**src/sv/pjq_pkg.sv**
```systemverilog
// ----------------------------------------------------------------------------
// pjq_pkg
// Shared types and constants for the policy job queue: job record, result
// record, policy and action codes.
// ----------------------------------------------------------------------------
package pjq_pkg;

  // Default number of queue entries.
  localparam int unsigned QueueDepthDefault = 64;

  // Fixed field widths.
  localparam int unsigned TagW      = 8;
  localparam int unsigned TimeW     = 16;
  localparam int unsigned PrioW     = 8;
  localparam int unsigned JobsW     = 7;
  localparam int unsigned PolicyW   = 2;

  // Selection rules; the unused code behaves as first come first served.
  localparam logic [PolicyW-1:0] POLICY_FCFS = 2'd0;
  localparam logic [PolicyW-1:0] POLICY_SJF  = 2'd1;
  localparam logic [PolicyW-1:0] POLICY_PRIO = 2'd2;

  // Item actions.
  localparam logic ACTION_SUBMIT   = 1'b0;
  localparam logic ACTION_DISPATCH = 1'b1;

  // One stored job.
  typedef struct packed {
    logic [TagW-1:0]  tag;
    logic [TimeW-1:0] run_time;
    logic [PrioW-1:0] prio;
  } job_t;

  // One result item.
  typedef struct packed {
    logic             submit_accepted;
    logic             queue_full;
    logic             dispatch_valid;
    job_t             job;
    logic [JobsW-1:0] jobs_waiting;
  } result_t;

  // Sequencer to output stage.
  typedef struct packed {
    logic    valid;
    result_t res;
  } res_xfer_t;

endpackage

```
**src/sv/policy_job_queue.sv**
```systemverilog
// ----------------------------------------------------------------------------
// policy_job_queue
// Bounded job queue with first come first served, shortest job and priority
// dispatch rules; ties go to the oldest job.
// ----------------------------------------------------------------------------
//   Channel  Direction  Handshake               Payload
//   input    in         in_valid_i/in_stall_o   action, job_tag, job_time, job_priority
//   output   out        out_valid_o/out_stall_i submit_accepted .. jobs_waiting
//   config   in         cfg_we_i                cfg_wdata_i (policy)
//
// A submit appends the job unless the queue is full. A dispatch scans every
// queued job, then moves each entry behind the removed job down one place;
// the single read port of the job store serialises these reads.
// Reset empties the queue and selects first come first served at once.
// A stalled result waits in the output register while the next item is taken.
// ----------------------------------------------------------------------------
module policy_job_queue #(
  parameter int unsigned QUEUE_DEPTH = pjq_pkg::QueueDepthDefault
) (
  input  logic                            clk_i,
  input  logic                            rst_ni,
  input  logic                            cfg_we_i,
  input  logic [pjq_pkg::PolicyW-1:0]     cfg_wdata_i,
  input  logic                            in_valid_i,
  output logic                            in_stall_o,
  input  logic                            action_i,
  input  logic [pjq_pkg::TagW-1:0]        job_tag_i,
  input  logic [pjq_pkg::TimeW-1:0]       job_time_i,
  input  logic [pjq_pkg::PrioW-1:0]       job_priority_i,
  output logic                            out_valid_o,
  input  logic                            out_stall_i,
  output logic                            submit_accepted_o,
  output logic                            queue_full_o,
  output logic                            dispatch_valid_o,
  output logic [pjq_pkg::TagW-1:0]        out_tag_o,
  output logic [pjq_pkg::TimeW-1:0]       out_time_o,
  output logic [pjq_pkg::PrioW-1:0]       out_priority_o,
  output logic [pjq_pkg::JobsW-1:0]       jobs_waiting_o
);

  localparam int unsigned AddrW = $clog2(QUEUE_DEPTH);

  logic [pjq_pkg::PolicyW-1:0] policy_q;
  pjq_pkg::job_t               job_in;
  pjq_pkg::res_xfer_t          xfer;
  logic                        res_take;
  logic                        out_valid_q;
  pjq_pkg::result_t            out_q;
  logic                        mem_we;
  logic [AddrW-1:0]            mem_waddr;
  pjq_pkg::job_t               mem_wdata;
  logic                        mem_re;
  logic [AddrW-1:0]            mem_raddr;
  pjq_pkg::job_t               mem_rdata;

  // Policy register.
  always_ff @(posedge clk_i or negedge rst_ni) begin
    if (!rst_ni) begin
      policy_q <= pjq_pkg::POLICY_FCFS;
    end else if (cfg_we_i) begin
      policy_q <= cfg_wdata_i;
    end
  end

  assign job_in.tag      = job_tag_i;
  assign job_in.run_time = job_time_i;
  assign job_in.prio     = job_priority_i;

  pjq_ctrl #(
    .QUEUE_DEPTH (QUEUE_DEPTH)
  ) u_ctrl (
    .clk_i       (clk_i),
    .rst_ni      (rst_ni),
    .in_valid_i  (in_valid_i),
    .in_stall_o  (in_stall_o),
    .action_i    (action_i),
    .job_i       (job_in),
    .policy_i    (policy_q),
    .xfer_o      (xfer),
    .res_take_i  (res_take),
    .mem_we_o    (mem_we),
    .mem_waddr_o (mem_waddr),
    .mem_wdata_o (mem_wdata),
    .mem_re_o    (mem_re),
    .mem_raddr_o (mem_raddr),
    .mem_rdata_i (mem_rdata)
  );

  pjq_mem #(
    .QUEUE_DEPTH (QUEUE_DEPTH)
  ) u_mem (
    .clk_i   (clk_i),
    .we_i    (mem_we),
    .waddr_i (mem_waddr),
    .wdata_i (mem_wdata),
    .re_i    (mem_re),
    .raddr_i (mem_raddr),
    .rdata_o (mem_rdata)
  );

  // Output register: loads a finished result whenever its slot is free.
  assign res_take = xfer.valid && (!out_valid_q || !out_stall_i);

  always_ff @(posedge clk_i or negedge rst_ni) begin
    if (!rst_ni) begin
      out_valid_q <= 1'b0;
    end else if (res_take) begin
      out_valid_q <= 1'b1;
    end else if (!out_stall_i) begin
      out_valid_q <= 1'b0;
    end
  end

  always_ff @(posedge clk_i) begin
    if (res_take) begin
      out_q <= xfer.res;
    end
  end

  assign out_valid_o       = out_valid_q;
  assign submit_accepted_o = out_q.submit_accepted;
  assign queue_full_o      = out_q.queue_full;
  assign dispatch_valid_o  = out_q.dispatch_valid;
  assign out_tag_o         = out_q.job.tag;
  assign out_time_o        = out_q.job.run_time;
  assign out_priority_o    = out_q.job.prio;
  assign jobs_waiting_o    = out_q.jobs_waiting;

endmodule

```
**src/sv/pjq_mem.sv**
```systemverilog
// ----------------------------------------------------------------------------
// pjq_mem
// Job store: one write port and one read port with a registered read.
// Contents are undefined until written.
// ----------------------------------------------------------------------------
module pjq_mem #(
  parameter int unsigned QUEUE_DEPTH = pjq_pkg::QueueDepthDefault,
  localparam int unsigned AddrW      = $clog2(QUEUE_DEPTH)
) (
  input  logic                clk_i,
  input  logic                we_i,
  input  logic [AddrW-1:0]    waddr_i,
  input  pjq_pkg::job_t       wdata_i,
  input  logic                re_i,
  input  logic [AddrW-1:0]    raddr_i,
  output pjq_pkg::job_t       rdata_o
);

  pjq_pkg::job_t mem_q [QUEUE_DEPTH];
  pjq_pkg::job_t rdata_q;

  // Write port.
  always_ff @(posedge clk_i) begin
    if (we_i) begin
      mem_q[waddr_i] <= wdata_i;
    end
  end

  // Read port; the read data is registered.
  always_ff @(posedge clk_i) begin
    if (re_i) begin
      rdata_q <= mem_q[raddr_i];
    end
  end

  assign rdata_o = rdata_q;

endmodule

```
**src/sv/pjq_ctrl.sv**
```systemverilog
// ----------------------------------------------------------------------------
// pjq_ctrl
// Item sequencer: appends submitted jobs, and for a dispatch scans the store
// for the selected job, then moves later entries down one place.
// ----------------------------------------------------------------------------
module pjq_ctrl #(
  parameter int unsigned QUEUE_DEPTH = pjq_pkg::QueueDepthDefault,
  localparam int unsigned AddrW      = $clog2(QUEUE_DEPTH),
  localparam int unsigned CountW     = $clog2(QUEUE_DEPTH + 1)
) (
  input  logic                           clk_i,
  input  logic                           rst_ni,
  input  logic                           in_valid_i,
  output logic                           in_stall_o,
  input  logic                           action_i,
  input  pjq_pkg::job_t                  job_i,
  input  logic [pjq_pkg::PolicyW-1:0]    policy_i,
  output pjq_pkg::res_xfer_t             xfer_o,
  input  logic                           res_take_i,
  output logic                           mem_we_o,
  output logic [AddrW-1:0]               mem_waddr_o,
  output pjq_pkg::job_t                  mem_wdata_o,
  output logic                           mem_re_o,
  output logic [AddrW-1:0]               mem_raddr_o,
  input  pjq_pkg::job_t                  mem_rdata_i
);

  typedef enum logic [1:0] {
    S_IDLE,
    S_SCAN,
    S_SHIFT,
    S_DONE
  } state_e;

  state_e            state_q, state_d;
  logic [CountW-1:0] occ_q, occ_d;
  logic [AddrW-1:0]  idx_q, idx_d;
  logic [AddrW-1:0]  bidx_q, bidx_d;
  pjq_pkg::job_t     best_q, best_d;
  pjq_pkg::result_t  res_q, res_d;
  logic [AddrW-1:0]  occ_m1;
  logic              take;

  // Strictly better candidate under the current rule; ties keep the older job.
  function automatic logic better(input pjq_pkg::job_t cand, input pjq_pkg::job_t cur,
                                  input logic [pjq_pkg::PolicyW-1:0] pol);
    logic r;
    r = 1'b0;
    case (pol)
      pjq_pkg::POLICY_SJF:  r = cand.run_time < cur.run_time;
      pjq_pkg::POLICY_PRIO: r = cand.prio < cur.prio;
      default:              r = 1'b0;
    endcase
    return r;
  endfunction

  assign occ_m1 = AddrW'(occ_q - 1'b1);
  assign take   = (idx_q == '0) || better(mem_rdata_i, best_q, policy_i);

  // Next-state and memory access logic.
  always_comb begin
    state_d     = state_q;
    occ_d       = occ_q;
    idx_d       = idx_q;
    bidx_d      = bidx_q;
    best_d      = best_q;
    res_d       = res_q;
    mem_we_o    = 1'b0;
    mem_waddr_o = idx_q;
    mem_wdata_o = mem_rdata_i;
    mem_re_o    = 1'b0;
    mem_raddr_o = '0;
    case (state_q)
      S_IDLE: begin
        if (in_valid_i) begin
          res_d = '0;
          if (action_i == pjq_pkg::ACTION_SUBMIT) begin
            if (occ_q != CountW'(QUEUE_DEPTH)) begin
              mem_we_o              = 1'b1;
              mem_waddr_o           = occ_q[AddrW-1:0];
              mem_wdata_o           = job_i;
              occ_d                 = CountW'(occ_q + 1'b1);
              res_d.submit_accepted = 1'b1;
            end else begin
              res_d.queue_full = 1'b1;
            end
            res_d.jobs_waiting = pjq_pkg::JobsW'(occ_d);
            state_d            = S_DONE;
          end else if (occ_q == '0) begin
            state_d = S_DONE;
          end else begin
            mem_re_o    = 1'b1;
            mem_raddr_o = '0;
            idx_d       = '0;
            state_d     = S_SCAN;
          end
        end
      end
      S_SCAN: begin
        // Data for entry idx_q is on the read port this cycle.
        if (take) begin
          best_d = mem_rdata_i;
          bidx_d = idx_q;
        end
        mem_re_o = 1'b1;
        if (idx_q == occ_m1) begin
          mem_raddr_o = AddrW'(bidx_d + 1'b1);
          idx_d       = bidx_d;
          state_d     = S_SHIFT;
        end else begin
          mem_raddr_o = AddrW'(idx_q + 1'b1);
          idx_d       = AddrW'(idx_q + 1'b1);
        end
      end
      S_SHIFT: begin
        // Entry idx_q + 1 is on the read port; it moves into entry idx_q.
        if (idx_q == occ_m1) begin
          occ_d                = CountW'(occ_q - 1'b1);
          res_d                = '0;
          res_d.dispatch_valid = 1'b1;
          res_d.job            = best_q;
          res_d.jobs_waiting   = pjq_pkg::JobsW'(occ_d);
          state_d              = S_DONE;
        end else begin
          mem_we_o    = 1'b1;
          mem_waddr_o = idx_q;
          mem_wdata_o = mem_rdata_i;
          mem_re_o    = 1'b1;
          mem_raddr_o = AddrW'(idx_q + 2'd2);
          idx_d       = AddrW'(idx_q + 1'b1);
        end
      end
      S_DONE: begin
        if (res_take_i) begin
          state_d = S_IDLE;
        end
      end
      default: state_d = S_IDLE;
    endcase
  end

  // State and registered results.
  always_ff @(posedge clk_i or negedge rst_ni) begin
    if (!rst_ni) begin
      state_q <= S_IDLE;
      occ_q   <= '0;
    end else begin
      state_q <= state_d;
      occ_q   <= occ_d;
    end
  end

  always_ff @(posedge clk_i) begin
    idx_q  <= idx_d;
    bidx_q <= bidx_d;
    best_q <= best_d;
    res_q  <= res_d;
  end

  assign in_stall_o   = (state_q != S_IDLE);
  assign xfer_o.valid = (state_q == S_DONE);
  assign xfer_o.res   = res_q;

endmodule

```
**config.mk**
```make
export PLATFORM = sky130hd
export DESIGN_NAME = policy_job_queue
export DESIGN_NICKNAME = d
export VERILOG_FILES = /design/src/sv/pjq_pkg.sv /design/src/sv/policy_job_queue.sv /design/src/sv/pjq_mem.sv /design/src/sv/pjq_ctrl.sv
export SDC_FILE = /design/constraint.sdc
export NUM_CORES = 2
export LEC_CHECK = 0
export BUFFER_PORTS_ARGS = -buffer_cell sky130_fd_sc_hd__buf_4
export CAP_MARGIN = 40
export CORE_MARGIN = 1
export CORE_UTILIZATION = 35
export CTS_CLUSTER_SIZE = 30
export DETAILED_ROUTE_END_ITERATION = 8
export SETUP_SLACK_MARGIN = 0.2
export SLEW_MARGIN = 20
export SYNTH_ARGS = -nofsm -noshare
export SYNTH_HDL_FRONTEND = slang
export SYNTH_SLANG_ARGS = --single-unit
```
**constraint.sdc**
```tcl
create_clock -name clk_i -period 18.2 [get_ports clk_i]
set_input_delay 1.82 -clock clk_i [delete_from_list [all_inputs] [get_ports clk_i]]
set_output_delay 1.82 -clock clk_i [all_outputs]
set_load 0.05 [all_outputs]
```
==> results.md <==
* Status: finished, final reports clean
* Top FF cell, synth: edfxtp_1
* Total die area at about 260000 µm²
* Cts bufs inserted at about 210
* Initial antenna violation count at 15
* Crit path kind: reg2reg
* Root Buffer: clkbuf_16
* Ys Warns at 0
* R2R Path Start: u_ctrl.occ_q[0]$_DFFE_PN0P_
* Post-Layout Inst Area at 102000 µm²
* Final period utilization at 0.429
* HP Start: u_ctrl.xfer_o[35]$_SDFFCE_PN0P_
* Worst path max stage delay at roughly 0.74 ns
* Synthesized area at slightly below 90000 µm²
* Die width at 506 µm
* Nets@finish at about 6500
* Commonest cells in the netlist: edfxtp_1 (2208), nand2_1 (1267), nand3_1 (479), mux2i_1 (333), nor2_1 (235)
* Final-report max-slew violation count at 0
* CTS clock-pin slew for the worst setup and hold paths at about 0.07 ns
* Core area at 252000 µm²
* Setup TNS at 0 ns
* Final Setup Violations at 0
* Distinct cells, synth at just under 90
* Post-synth EDFFs at 2208
* Fin util at 0.404
* Area growth, synth to finish at 14.4%
* Arrival @ worst endpoint at about 8.5 ns
* TritonRoute pass-1 iters at 8
* Drt total wl at ~280000 µm
* Via count at 56800
* Sequential cell area at around 67000 µm²
* Least-Margin Pin Slew at 0.949 ns
* Overflow after GRT at 0
* Rel. slew slack at 0.365
* Critical path launch point type: flop
* Longest Clk Path Bufs at 3
* Leak at between 30 and 40 nW
* Critical-path cell list: inv_1, ha_1, or3b_1, xnor2_1, nor4_4, and2_1, buf_8, a311oi_1, or2_4, buf_12, buf_4, buf_4, nand2_1, nand3_1, nand4_1, a2111oi_0, buf_1, a32o_1
* Synth top area share at 0.745
* Starting density of the core at 0.353
* GRT Total Usage at 0.217
* TritonCTS clock tree: yes
* RSZ-0062 raised after global routing: no
* Top-count cell post-synth: edfxtp_1
* Critical path startpoint: u_ctrl.occ_q[0]$_DFFE_PN0P_
* Syn Nets at 6326
* DP HPWL at ~160000 µm
* Critical path's slowest cell: or2_4
* Area leader, netlist: edfxtp_1
* Seq/Total Area, Yosys at 0.748
* DRC viols at 0
* Ratio of cells with drive above 1 in the final layout at 0.123
* Post-Place Cell Area at around 95000 µm²
* Async SR Flop Fraction at 0.00541
* CTS Sinks at 2220
* Average wire per standard cell at about 29 µm
* Syn_area_per_cell at ~14 µm²
* Design Power at between 20 and 25 mW
* Routability cong. at around 0.9
* Skew final at between 0.06 and 0.07 ns
* First-pass GRT wire length at between 300000 and 400000 µm
* I/O pin total at 84
* Drt initial violations at between 8000 and 9000
* CTS Hold Bufs at 0
* Vert. Die Dim at 506 µm
* Vias in the first global route at 53100
* Max Cap Viol at 0
* Pwr Density at 197 nW/µm²
* Max rail drop VDD at 0.199 mV
* Final Hold Viols at 0
* Std cell rows at 184
* Dominant cells by area after synthesis: edfxtp_1 (74%), nand2_1 (5.3%), mux2i_1 (3.7%), nand3_1 (2.7%), nor2_1 (0.99%)
* Largest net degree at the start of global routing at approximately 150
* Max Fanout on Critical Path at approximately 150
* Buffers on Ports at 83
* Min Tclk post-route at about 8 ns
* Critical path endpoint category: flop
* H-tree depth at 4
* Synthesized instance count at 6252
* Footprint of the multi-input gates at between 20000 and 25000 µm²
* Req. time, crit path at 18.87 ns
* Clk_lat worst skew at a little under 0.9 ns
* Postcts setup bufs at 0
* Crit path top cell by count: buf_4
* Synthesis-stage register bit count at between 2000 and 2500
* Hold Path Class: reg2reg
* Cts repair resizes at 0
* Filler cells at between 20000 and 25000
* Number of routed nets with antenna violations at 0
* Vias per Instance at about 5.7
* Max Clk Rate at around 130 MHz
final cells by class:
cell class | instances | share of cell area
Tap cell | 3348 | 0.0411
Sequential cell | 2220 | 0.654
Antenna cell | 3 | 0.0000737
Clock inverter | 133 | 0.0121
Timing Repair Buffer | 334 | 0.0281
Inverter | 51 | 0.00190
Clock buffer | 268 | 0.0546
Multi-Input combinational cell | 3571 | 0.208
final timing paths:
path | to | slack, ns | cells after the start
max | u_mem.rdata_o[8]$_DFFE_PP_ | 10.40 | 18
min | out_tag_o[4]$_DFFE_PP_ | 0.42 | 0
max reg2reg | u_mem.rdata_o[8]$_DFFE_PP_ | 10.40 | 18
min reg2reg | out_tag_o[4]$_DFFE_PP_ | 0.42 | 0
max in group asynchronous | policy_q[1]$_DFFE_PN0P_ | 17.24 | 1
min in group asynchronous | out_valid_o$_DFFE_PN0P_ | 0.78 | 1
worst max-delay path: cells and delay by family (launching register included):
| family | cells | cell delay, ns |
|---|---|---|
| xor gates and xnor gates | 1 | 0.36 |
| DFF | 1 | 0.53 |
| buffers and inverters | 6 | 2.66 |
| adders and majority gates | 1 | 0.24 |
| and+or+nand+nor | 7 | 2.04 |
| AOI/OAI and AO/OA | 3 | 1.49 |
metrics by stage:
step                      instances  hold slack, ns  setup slack (ns)
after floorplan                6252           0.400             11.83
after global placement         9465           0.401              9.63
after detailed placement       9514           0.405             10.29
after CTS                      9915           0.420             10.20
after global routing           9925           0.426             10.26
final                          9928           0.418             10.40
flip-flops by register name, summed over array words and instances, names as in the netlist:
| register | flops |
|---|---|
| dispatch_valid_o | 1 |
| jobs_waiting_o | 7 |
| out_priority_o | 8 |
| out_tag_o | 8 |
| out_time_o | 16 |
| out_valid_o | 1 |
| policy_q | 2 |
| queue_full_o | 1 |
| submit_accepted_o | 1 |
| u_ctrl.best_q | 32 |
| u_ctrl.bidx_q | 6 |
| u_ctrl.idx_q | 6 |
| u_ctrl.occ_q | 7 |
| u_ctrl.state_q | 2 |
| u_ctrl.xfer_o | 42 |
| u_mem.mem_q | 2048 |
| u_mem.rdata_o | 32 |
kinds of logic (layout without fill, tap and decap cells):
kind of cell | Yosys count | after routing | synth area share
AOI/OAI and AO/OA | 798 | 798 | 0.0638
xor gates and xnor gates | 29 | 29 | 0.00301
and+or+nand+nor | 2347 | 2347 | 0.115
other | 0 | 3 | 0
DFF | 2220 | 2220 | 0.748
muxes | 363 | 363 | 0.0421
buffers and inverters | 461 | 786 | 0.0229
adders and majority gates | 34 | 34 | 0.00478
power by group:
group / switching (mW) / internal (mW) / total [mW]
Clock: 1.95 / 2.39 / 4.34
Combinational: 6.54 / 2.16 / 8.70
Sequential: 0.191 / 6.87 / 7.06
layer usage:
metal	vias to the layer above	share of wire	GRT usage
met1	28700	0.39	0.296
met5	-	0.00030	0
li1	24000	-	-
met2	3531	0.45	0.331
met3	541	0.11	0.0476
met4	12	0.046	0.0954
cells in the final DEF, fill, tap and decap left out, types with 22 or more instances in the layout:
cell	instances
nand2b_1	63
o22ai_1	53
a31oi_1	79
a211o_1	28
nand2_1	1232
a32oi_1	77
ha_1	33
a211oi_1	22
inv_1	49
mux2i_1	333
buf_4	284
o211ai_1	46
nand3_1	479
mux2_2	23
edfxtp_1	2208
nor3_1	116
clkbuf_16	214
clkinv_2	31
a311oi_1	35
clkbuf_1	54
o21ai_0	163
nand2_2	33
clkinv_1	63
nor2_4	69
a32o_1	25
nor2_1	164
nor4_1	57
a21oi_1	93
or3_1	41
Power figures use the tool's default switching activity.
